$ cat config.mk
export PLATFORM = sky130hd
export DESIGN_NAME = rc_timing_ratio_gear_quantizer
export DESIGN_NICKNAME = d
export VERILOG_FILES = /design/src/rctrgq_pkg.sv /design/src/rc_timing_ratio_gear_quantizer.sv
export SDC_FILE = /design/constraint.sdc
export NUM_CORES = 1
export LEC_CHECK = 0
export BUFFER_PORTS_ARGS = -buffer_cell sky130_fd_sc_hd__buf_2
export CAP_MARGIN = 20
export CORE_UTILIZATION = 30
export CTS_BUF_LIST = sky130_fd_sc_hd__clkbuf_8 sky130_fd_sc_hd__clkbuf_16
export CTS_CLUSTER_SIZE = 16
export DETAILED_ROUTE_END_ITERATION = 7
export GPL_TIMING_DRIVEN = 0
export SYNTH_ARGS = -nofsm -noshare
export SYNTH_HDL_FRONTEND = slang
export SYNTH_SLANG_ARGS = --single-unit
$ cat constraint.sdc
create_clock -name clk -period 7 [get_ports clk]
set_input_delay 1.4 -clock clk [delete_from_list [all_inputs] [get_ports clk]]
set_output_delay 1.4 -clock clk [all_outputs]
set_load 0.01 [all_outputs]
$ cat src/rctrgq_pkg.sv
// Package for the RC-timing ratio gear quantizer.
// Holds item types, state encoding, widths, gear thresholds and LED pattern.
// No dependencies.
`default_nettype none

package rctrgq_pkg;

  localparam int TimeBits  = 8;
  localparam int ScaleW    = 8;
  localparam int RatioW    = 8;
  localparam int GearW     = 4;
  localparam int CfgIdxW   = 8;
  localparam int CfgDataW  = 8;

  localparam int SumW      = 12;
  localparam int SeedShift = 3;
  localparam int DivW      = SumW - SeedShift;
  localparam int DvdW      = DivW + ScaleW;
  localparam int StepW     = $clog2(DvdW + 1);

  localparam logic [SumW-1:0]    SumMax   = {SumW{1'b1}};
  localparam logic [RatioW-1:0]  RatioMax = {RatioW{1'b1}};

  localparam logic [CfgIdxW-1:0] RegRatioScale = CfgIdxW'(0);
  localparam logic [CfgIdxW-1:0] RegSelfTest   = CfgIdxW'(1);

  localparam logic [ScaleW-1:0]  ScaleReset    = ScaleW'(230);

  localparam int NumFloors = 10;
  localparam logic [RatioW-1:0] GearFloor [NumFloors] = '{
    8'd227, 8'd206, 8'd173, 8'd155, 8'd125, 8'd103, 8'd75, 8'd56, 8'd22, 8'd5
  };

  typedef struct packed {
    logic [TimeBits-1:0] ref_time;
    logic [TimeBits-1:0] pot_time;
  } in_item_t;

  typedef struct packed {
    logic [RatioW-1:0] ratio;
    logic [GearW-1:0]  gear;
    logic              led_update;
    logic              led_first;
    logic              led_second;
  } out_item_t;

  typedef enum logic [1:0] {
    ST_IDLE,
    ST_MUL,
    ST_DIV,
    ST_FIN
  } state_t;

  // Lowest-numbered gear whose floor the ratio reaches; 11 below the last floor.
  function automatic logic [GearW-1:0] gear_of(input logic [RatioW-1:0] ratio);
    logic [GearW-1:0] g;
    g = GearW'(NumFloors + 1);
    for (int i = NumFloors - 1; i >= 0; i--) begin
      if (ratio >= GearFloor[i]) begin
        g = GearW'(i + 1);
      end
    end
    return g;
  endfunction

  // Three-step LED cycle starting at gear 1: (1,1), (1,0), (0,0).
  function automatic logic [1:0] leds_of(input logic [GearW-1:0] gear);
    logic [1:0] l;
    case (gear) inside
      4'd1, 4'd4, 4'd7, 4'd10: l = 2'b11;
      4'd2, 4'd5, 4'd8, 4'd11: l = 2'b10;
      default:                 l = 2'b00;
    endcase
    return l;
  endfunction

endpackage

`default_nettype wire

$ cat src/rc_timing_ratio_gear_quantizer.sv
// RC-timing ratio gear quantizer: accumulates measured pairs, then forms a
// saturated scaled ratio with a multiply and a shared restoring divider.
// Depends on rctrgq_pkg.
// An item that does not close a round is taken while in_ready stays high.
// The closing item's result passes through a multiply, 17 divider steps
// through one subtractor and a quantize/load; ready is low then,
// longer while an earlier result still holds the output register.
// No item of the next round is taken until the result is loaded into the output register.
// Output register lets the next round accumulate while a result waits.
// Sync active-low reset clears sums, pair count, output valid and sets
// ratio_scale to 230, self_test to 0.
`default_nettype none

module rc_timing_ratio_gear_quantizer
  import rctrgq_pkg::*;
#(
  parameter int PAIRS_PER_RESULT = 8
) (
  input  wire logic                clk,
  input  wire logic                rst_n,
  input  wire logic                in_valid,
  output      logic                in_ready,
  input  wire in_item_t            in_data,
  output      logic                out_valid,
  input  wire logic                out_ready,
  output      out_item_t           out_data,
  input  wire logic                cfg_valid,
  output      logic                cfg_ready,
  input  wire logic [CfgIdxW-1:0]  cfg_index,
  input  wire logic [CfgDataW-1:0] cfg_data
);

  localparam int CntW = $clog2(PAIRS_PER_RESULT);
  localparam logic [CntW-1:0] CntLast = CntW'(PAIRS_PER_RESULT - 1);
  localparam logic [StepW-1:0] StepLast = StepW'(DvdW - 1);

  state_t            state_r, state_nxt;
  logic [SumW-1:0]   ref_sum_r, ref_sum_nxt;
  logic [SumW-1:0]   pot_sum_r, pot_sum_nxt;
  logic [CntW-1:0]   cnt_r, cnt_nxt;
  logic [StepW-1:0]  step_r, step_nxt;
  logic [DivW-1:0]   rem_r, rem_nxt;
  logic [DvdW-1:0]   dvd_r, dvd_nxt;
  logic [ScaleW-1:0] scale_r;
  logic              self_test_r;
  logic              out_valid_r, out_valid_nxt;
  out_item_t         out_data_r, out_data_nxt;

  logic              in_fire;
  logic              out_free;
  logic [SumW:0]     ref_add, pot_add;
  logic [SumW-1:0]   ref_sat, pot_sat;
  logic [DivW:0]     trial;
  logic [DivW+1:0]   diff;
  logic [RatioW-1:0] ratio_q;
  logic [GearW-1:0]  gear_q;
  logic [1:0]        leds_q;

  assign in_ready  = (state_r == ST_IDLE);
  assign in_fire   = in_valid && in_ready;
  assign out_valid = out_valid_r;
  assign out_data  = out_data_r;
  assign out_free  = !out_valid_r || out_ready;
  assign cfg_ready = 1'b1;

  assign ref_add = {1'b0, ref_sum_r} + (SumW+1)'(in_data.ref_time);
  assign pot_add = {1'b0, pot_sum_r} + (SumW+1)'(in_data.pot_time);
  assign ref_sat = ref_add[SumW] ? SumMax : ref_add[SumW-1:0];
  assign pot_sat = pot_add[SumW] ? SumMax : pot_add[SumW-1:0];

  // shared subtractor; a zero divisor yields all-ones, i.e. saturated ratio
  assign trial = {rem_r, dvd_r[DvdW-1]};
  assign diff  = {1'b0, trial} - {2'b00, pot_sum_r[DivW-1:0]};

  assign ratio_q = (|dvd_r[DvdW-1:RatioW]) ? RatioMax : dvd_r[RatioW-1:0];
  assign gear_q  = gear_of(ratio_q);
  assign leds_q  = self_test_r ? leds_of(gear_q) : 2'b00;

  always_comb begin
    state_nxt = state_r;
    unique case (state_r)
      ST_IDLE: begin
        if (in_fire && cnt_r == CntLast) state_nxt = ST_MUL;
      end
      ST_MUL: begin
        state_nxt = ST_DIV;
      end
      ST_DIV: begin
        if (step_r == StepLast) state_nxt = ST_FIN;
      end
      ST_FIN: begin
        if (out_free) state_nxt = ST_IDLE;
      end
      default: state_nxt = ST_IDLE;
    endcase
  end

  always_comb begin
    ref_sum_nxt   = ref_sum_r;
    pot_sum_nxt   = pot_sum_r;
    cnt_nxt       = cnt_r;
    step_nxt      = step_r;
    rem_nxt       = rem_r;
    dvd_nxt       = dvd_r;
    out_valid_nxt = out_valid_r && !out_ready;
    out_data_nxt  = out_data_r;
    unique case (state_r)
      ST_IDLE: begin
        if (in_fire) begin
          if (cnt_r == CntLast) begin
            cnt_nxt     = '0;
            ref_sum_nxt = ref_sat >> SeedShift;
            pot_sum_nxt = pot_sat >> SeedShift;
          end else begin
            cnt_nxt     = cnt_r + CntW'(1);
            ref_sum_nxt = ref_sat;
            pot_sum_nxt = pot_sat;
          end
        end
      end
      ST_MUL: begin
        dvd_nxt  = DvdW'(ref_sum_r[DivW-1:0]) * DvdW'(scale_r);
        rem_nxt  = '0;
        step_nxt = '0;
      end
      ST_DIV: begin
        step_nxt = step_r + StepW'(1);
        if (!diff[DivW+1]) begin
          rem_nxt = diff[DivW-1:0];
          dvd_nxt = {dvd_r[DvdW-2:0], 1'b1};
        end else begin
          rem_nxt = trial[DivW-1:0];
          dvd_nxt = {dvd_r[DvdW-2:0], 1'b0};
        end
      end
      ST_FIN: begin
        if (out_free) begin
          out_valid_nxt           = 1'b1;
          out_data_nxt.ratio      = ratio_q;
          out_data_nxt.gear       = gear_q;
          out_data_nxt.led_update = self_test_r;
          out_data_nxt.led_first  = leds_q[1];
          out_data_nxt.led_second = leds_q[0];
        end
      end
      default: ;
    endcase
  end

  always_ff @(posedge clk) begin
    if (!rst_n) begin
      state_r     <= ST_IDLE;
      ref_sum_r   <= '0;
      pot_sum_r   <= '0;
      cnt_r       <= '0;
      step_r      <= '0;
      out_valid_r <= 1'b0;
      scale_r     <= ScaleReset;
      self_test_r <= 1'b0;
    end else begin
      state_r     <= state_nxt;
      ref_sum_r   <= ref_sum_nxt;
      pot_sum_r   <= pot_sum_nxt;
      cnt_r       <= cnt_nxt;
      step_r      <= step_nxt;
      out_valid_r <= out_valid_nxt;
      if (cfg_valid && cfg_ready) begin
        case (cfg_index)
          RegRatioScale: scale_r     <= cfg_data[ScaleW-1:0];
          RegSelfTest:   self_test_r <= cfg_data[0];
          default: ;
        endcase
      end
    end
  end

  always_ff @(posedge clk) begin
    rem_r      <= rem_nxt;
    dvd_r      <= dvd_nxt;
    out_data_r <= out_data_nxt;
  end

  a_step_range: assert property (@(posedge clk) disable iff (!rst_n)
    state_r == ST_DIV |-> step_r <= StepLast)
    else $error("divider step count out of range");

  a_mul_to_div: assert property (@(posedge clk) disable iff (!rst_n)
    state_r == ST_MUL |=> state_r == ST_DIV && step_r == '0)
    else $error("divide did not start from step zero");

  a_round_reset: assert property (@(posedge clk) disable iff (!rst_n)
    state_r != ST_IDLE |-> cnt_r == '0)
    else $error("pair count not cleared while computing");

  a_gear_range: assert property (@(posedge clk) disable iff (!rst_n)
    out_valid_r |-> out_data_r.gear >= GearW'(1) && out_data_r.gear <= GearW'(NumFloors + 1))
    else $error("gear out of range");

  a_led_off: assert property (@(posedge clk) disable iff (!rst_n)
    out_valid_r && !out_data_r.led_update |-> !out_data_r.led_first && !out_data_r.led_second)
    else $error("LED levels set with self-test off");

endmodule

`default_nettype wire
==> results.md <==
- The tool flagged a number of max-cap violations equal to 0.
- The source-to-sink clock delay at the later pin of the worst-skew pair is 350 ps.
- The final standard cell area without fillers is 8349 sq um.
- Once detail routing completed, the nets flagged for antenna violations numbered 0.
- In the post-synthesis netlist, the biggest area contributors are sky130_fd_sc_hd__edfxtp_1, sky130_fd_sc_hd__fa_1, sky130_fd_sc_hd__dfxtp_1.
- The launch point of the critical path is ref_sum_r[3].
- The number of antenna cells inserted is 0.
- The number of hold buffers added after CTS was 0.
- Among all stages on the critical path, the largest delay is contributed by sky130_fd_sc_hd__fa_1.
- Synthesis produced a netlist whose cell count is 826.
- The wire length of the first global-routing pass is 27870 um.
- The TritonCTS clock tree is yes.
- The hold violation total from the final report is 0.
- For the worst flop-to-flop path, the logic depth is 17.
- The first TritonRoute pass finished after 5 iterations.
- The share of synthesized registers carrying an async set or reset is 0%.
- The worst register-to-register path ends at dvd_r[16].
- The largest fanout on the critical path is 9.
- The endpoint required time on the critical path is 7100 ps.
- In this run the vertical extent of the chip is 158.7 um.
- The cell at the root of the clock tree is sky130_fd_sc_hd__clkbuf_16.
- The initial antenna violation count is 0.
- The via count of the first global-routing pass came to 5701.
- Detailed placement finished with a half-perimeter wire length of 13260 um.
- The element type at the critical path start is a flip-flop.
- The power per cell area is 195.4 nW/um^2.
- The average instance in the mapped netlist occupies 8.913 sq um.
- The number of nets in the layout is 1043.
- In this run the critical register-to-register path is launched from ref_sum_r[3].
- The area of the placeable core is 23750 sq um.
- The number of inserted filler cells in the final layout is 2457.
- For this run, the number of Yosys warnings is 0.
- The worst path needs 5222 ps of the cycle, external delays included.
- The full die area is 25170 sq um.
- The number of distinct standard cells referenced by the synthesized netlist is 66.
- In this run the biggest area consumer among cell types represents 16.72% of the synthesized area.
- The detailed-route DRC error count is 0.
- Yosys mapped a number of flops with a built-in enable equal to 41.
- The routed wire length is 16820 um.
- IR analysis of the VDD net gives a maximum drop of 104.8 uV.
- The final setup violation count is 0.
- Traced cell by cell, the critical path runs through clkbuf_1, nand2_1, fa_1, inv_1, fa_1, inv_1, fa_1, fa_1, inv_1, ha_1, a21o_1, a21o_1, or3_1, a31oi_1, o31ai_1, xnor2_1, mux2_2.
- After clock tree synthesis, the setup repair step added 0 buffers.
- The most instantiated flip-flop cell in the synthesis netlist is sky130_fd_sc_hd__dfxtp_1.
- The post-synthesis register bit count is 85.
- The wire length per cell after detailed routing is 13.83 um.
- Timing analysis after detailed placement gives a worst setup slack of 1819 ps.
- After layout, the worst path uses 74.59% of the clock period.
- In this run, the number of DRC markers left after iteration 0 of detailed routing was 237.
- The max-slew violation total from the final report is 0.
- Clock-pin slew was measured on the worst setup and hold paths at 70 ps.
- The share of power burned in registers is 34.5%.
- The most critical setup path has its endpoint at dvd_r[16].
- The most repeated library cell on the critical path is sky130_fd_sc_hd__fa_1.
- The post-layout worst setup margin is 1778 ps.
- The fraction of the yosys area taken by sequential cells is 28.69%.
- Sorting the synthesized cells by how often they occur yields sky130_fd_sc_hd__nand2_1, sky130_fd_sc_hd__inv_1, sky130_fd_sc_hd__ha_1.
- The count of buffers added on input and output ports is 53.
- The leading area contributor after synthesis is sky130_fd_sc_hd__edfxtp_1.
- Setup slack on the worst reg-to-reg path comes out at 1780 ps.
- The switching part of the total is 35.29%.
- Internal power comes to 1.056 mW.
- In this design, the stage delay of the slowest critical-path cell is 570 ps.
- The clock sink count is 85.
- Once the floorplan was initialized, standard cells occupied 30.99% of the core.
- The row count is 56.
- Timing would allow up to 0.1915 GHz.
- The number of placed cells counting well taps is 1199.
- The number of nets handed over by synthesis was 977.
- The total overflow left after global routing is 0.
- The power share of the clock group is 28.7%.
- The path class of the tightest hold or removal check is reg -> reg.
- STA classifies the critical path endpoint as a flip-flop.
- At the pin with the least slew margin, the transition time is 684.0 ps.
- Per report_power, the combinational group accounts for 36.9% of the total.
- Relative to the synthesized area, the layout overhead comes to 13.41%.
- The most frequent cell after synthesis is sky130_fd_sc_hd__nand2_1.
- The detail-routed via count per cell is 4.821.
- The maximum root-to-sink buffer count is 2.
- The critical path in this run is classified as reg -> reg.
- The die span in x is 158.7 um.
- 55 I/O pins were placed.
- In this run the number of H-tree levels came out at 3.
- The count of placed standard cells in the final layout, fillers left out is 1216.
- The number of gates resized after cts is 0.
- Entering global routing, the biggest net connects 28 pins.
- The flow ran to the end, and the final reports show no timing, DRC or antenna violations.
- The overall track demand over capacity in global routing is 14.08%.
- Setup repair after global routing left no endpoint under its margin.
- The analysis attributes to cell leakage a power of 3.451 nW.
- The total CTS buffers is 9.
- The tightest slew margin relative to the limit is 54.35%.
- The total negative slack for setup checks is 0 ps.
- The net switching power is 0.5759 mW.
- The ratio of cells with drive above 1 in the final layout is 10.93%.
- The final weighted congestion in routability-driven placement is 0.7698.
- After detailed placement, the total cell area comes to 8034 sq um.
- The routed layout has 5862 vias.
- The cell area that synthesis handed to floorplanning was 7362 sq um.
- Data arrives at the worst endpoint at 5330 ps.
- The worst clock skew on the final layout is 11.56 ps.
## kinds of logic (layout without fill, tap and decap cells)
group,count (synthesis),after routing,share of synthesized area [%]
AOI/OAI and AO/OA,178,178,15.65
xor gates and xnor gates,29,29,3.450
adders and majority gates,114,114,23.96
buffers and inverters,126,197,6.509
DFF,85,85,28.69
muxes,25,25,3.501
other,1,1,0.05094
and+or+nand+nor,268,268,18.18
## layout by cell type, fill, tap and decap left out, drive strengths merged, types with 3 or more instances in the layout
master	count
a211o	5
a211oi	5
a21boi	7
a21o	9
a21oi	41
a311oi	3
a31oi	6
and2	35
and3	3
buf	59
clkbuf	44
dfxtp	44
edfxtp	41
fa	45
ha	69
inv	92
mux2	6
mux2i	19
nand2	93
nand2b	8
nand3	13
nand4	7
nor2	46
nor2b	17
nor3	15
nor4	8
o211a	4
o211ai	6
o21a	13
o21ai	57
o31ai	5
or2	12
xnor2	21
xor2	8
## power groups by stage
| stage | sequential, mW | combinational (mW) | clock (mW) |
|---|---|---|---|
| 4_1_cts | 0.563 | 0.607 | 0.479 |
| 6_report | 0.563 | 0.601 | 0.468 |
| 5_1_grt | 0.564 | 0.698 | 0.499 |
| 2_1_floorplan | 0.568 | 0.474 | 0 |
| 3_3_place_gp | 0.574 | 0.596 | 0 |
| 3_5_place_dp | 0.574 | 0.600 | 0 |
## critical path, delay by kind of cell (launching register included)
kind / cells / cell delay [ps]
buffers and inverters: 4 / 620
AO/OA/AOI/OAI: 4 / 740
XOR/XNOR: 1 / 150
AND/OR/NAND/NOR: 2 / 540
multiplexers: 1 / 270
flip-flops: 1 / 350
adder cells (fa/ha/maj): 5 / 2330
## per-layer routing
| metal | wire, um | global-route usage (%) |
|---|---|---|
| met4 | 213 | 3.526 |
| met3 | 768 | 2.831 |
| met2 | 7444 | 22.79 |
| met5 | 0 | 0 |
| met1 | 8396 | 19.06 |
## per-stage QoR
step | util [%] | total power, mW | hold slack, ps
after detailed placement | 33.82 | 1.174 | 469.2
after floorplan | - | 1.042 | 447.2
after CTS | 35.03 | 1.648 | 478.6
after global routing | 35.15 | 1.762 | 517.0
final | 35.15 | 1.632 | 476.0
after global placement | 33.79 | 1.170 | 456.2
## area by class of cell
type | instances | area, sq um | area share [%]
clock inverter | 7 | 62.56 | 0.7493
inverter | 87 | 326.6 | 3.911
multi-input combinational | 615 | 4771 | 57.14
timing repair buffer | 55 | 300.3 | 3.597
sequential | 85 | 2112 | 25.30
tap | 319 | 399.1 | 4.780
clock buffer | 9 | 225.2 | 2.697
buffer | 39 | 152.6 | 1.828
## state kept, by name, summed over array words and instances, names as in the netlist
| register | cells |
|---|---|
| out_data | 15 |
| out_valid | 1 |
| rem_r | 9 |
| dvd_r | 17 |
| scale_r | 8 |
| step_r | 5 |
| ref_sum_r | 12 |
| state_r | 2 |
| pot_sum_r | 12 |
| cnt_r | 3 |
| self_test_r | 1 |
## how the worst min path moves through the flow
stage / from / endpoint / slack [ps] / depth (start not counted)
after floorplan: cnt_r[1] / cnt_r[1] / 450 / 2
after global placement: cnt_r[2] / cnt_r[2] / 460 / 2
after detailed placement: cnt_r[1] / cnt_r[1] / 470 / 2
after CTS: cnt_r[1] / cnt_r[1] / 480 / 2
after global routing: cnt_r[1] / cnt_r[1] / 520 / 2
final: cnt_r[1] / cnt_r[1] / 480 / 2
(Power assumes the default switching activity.)
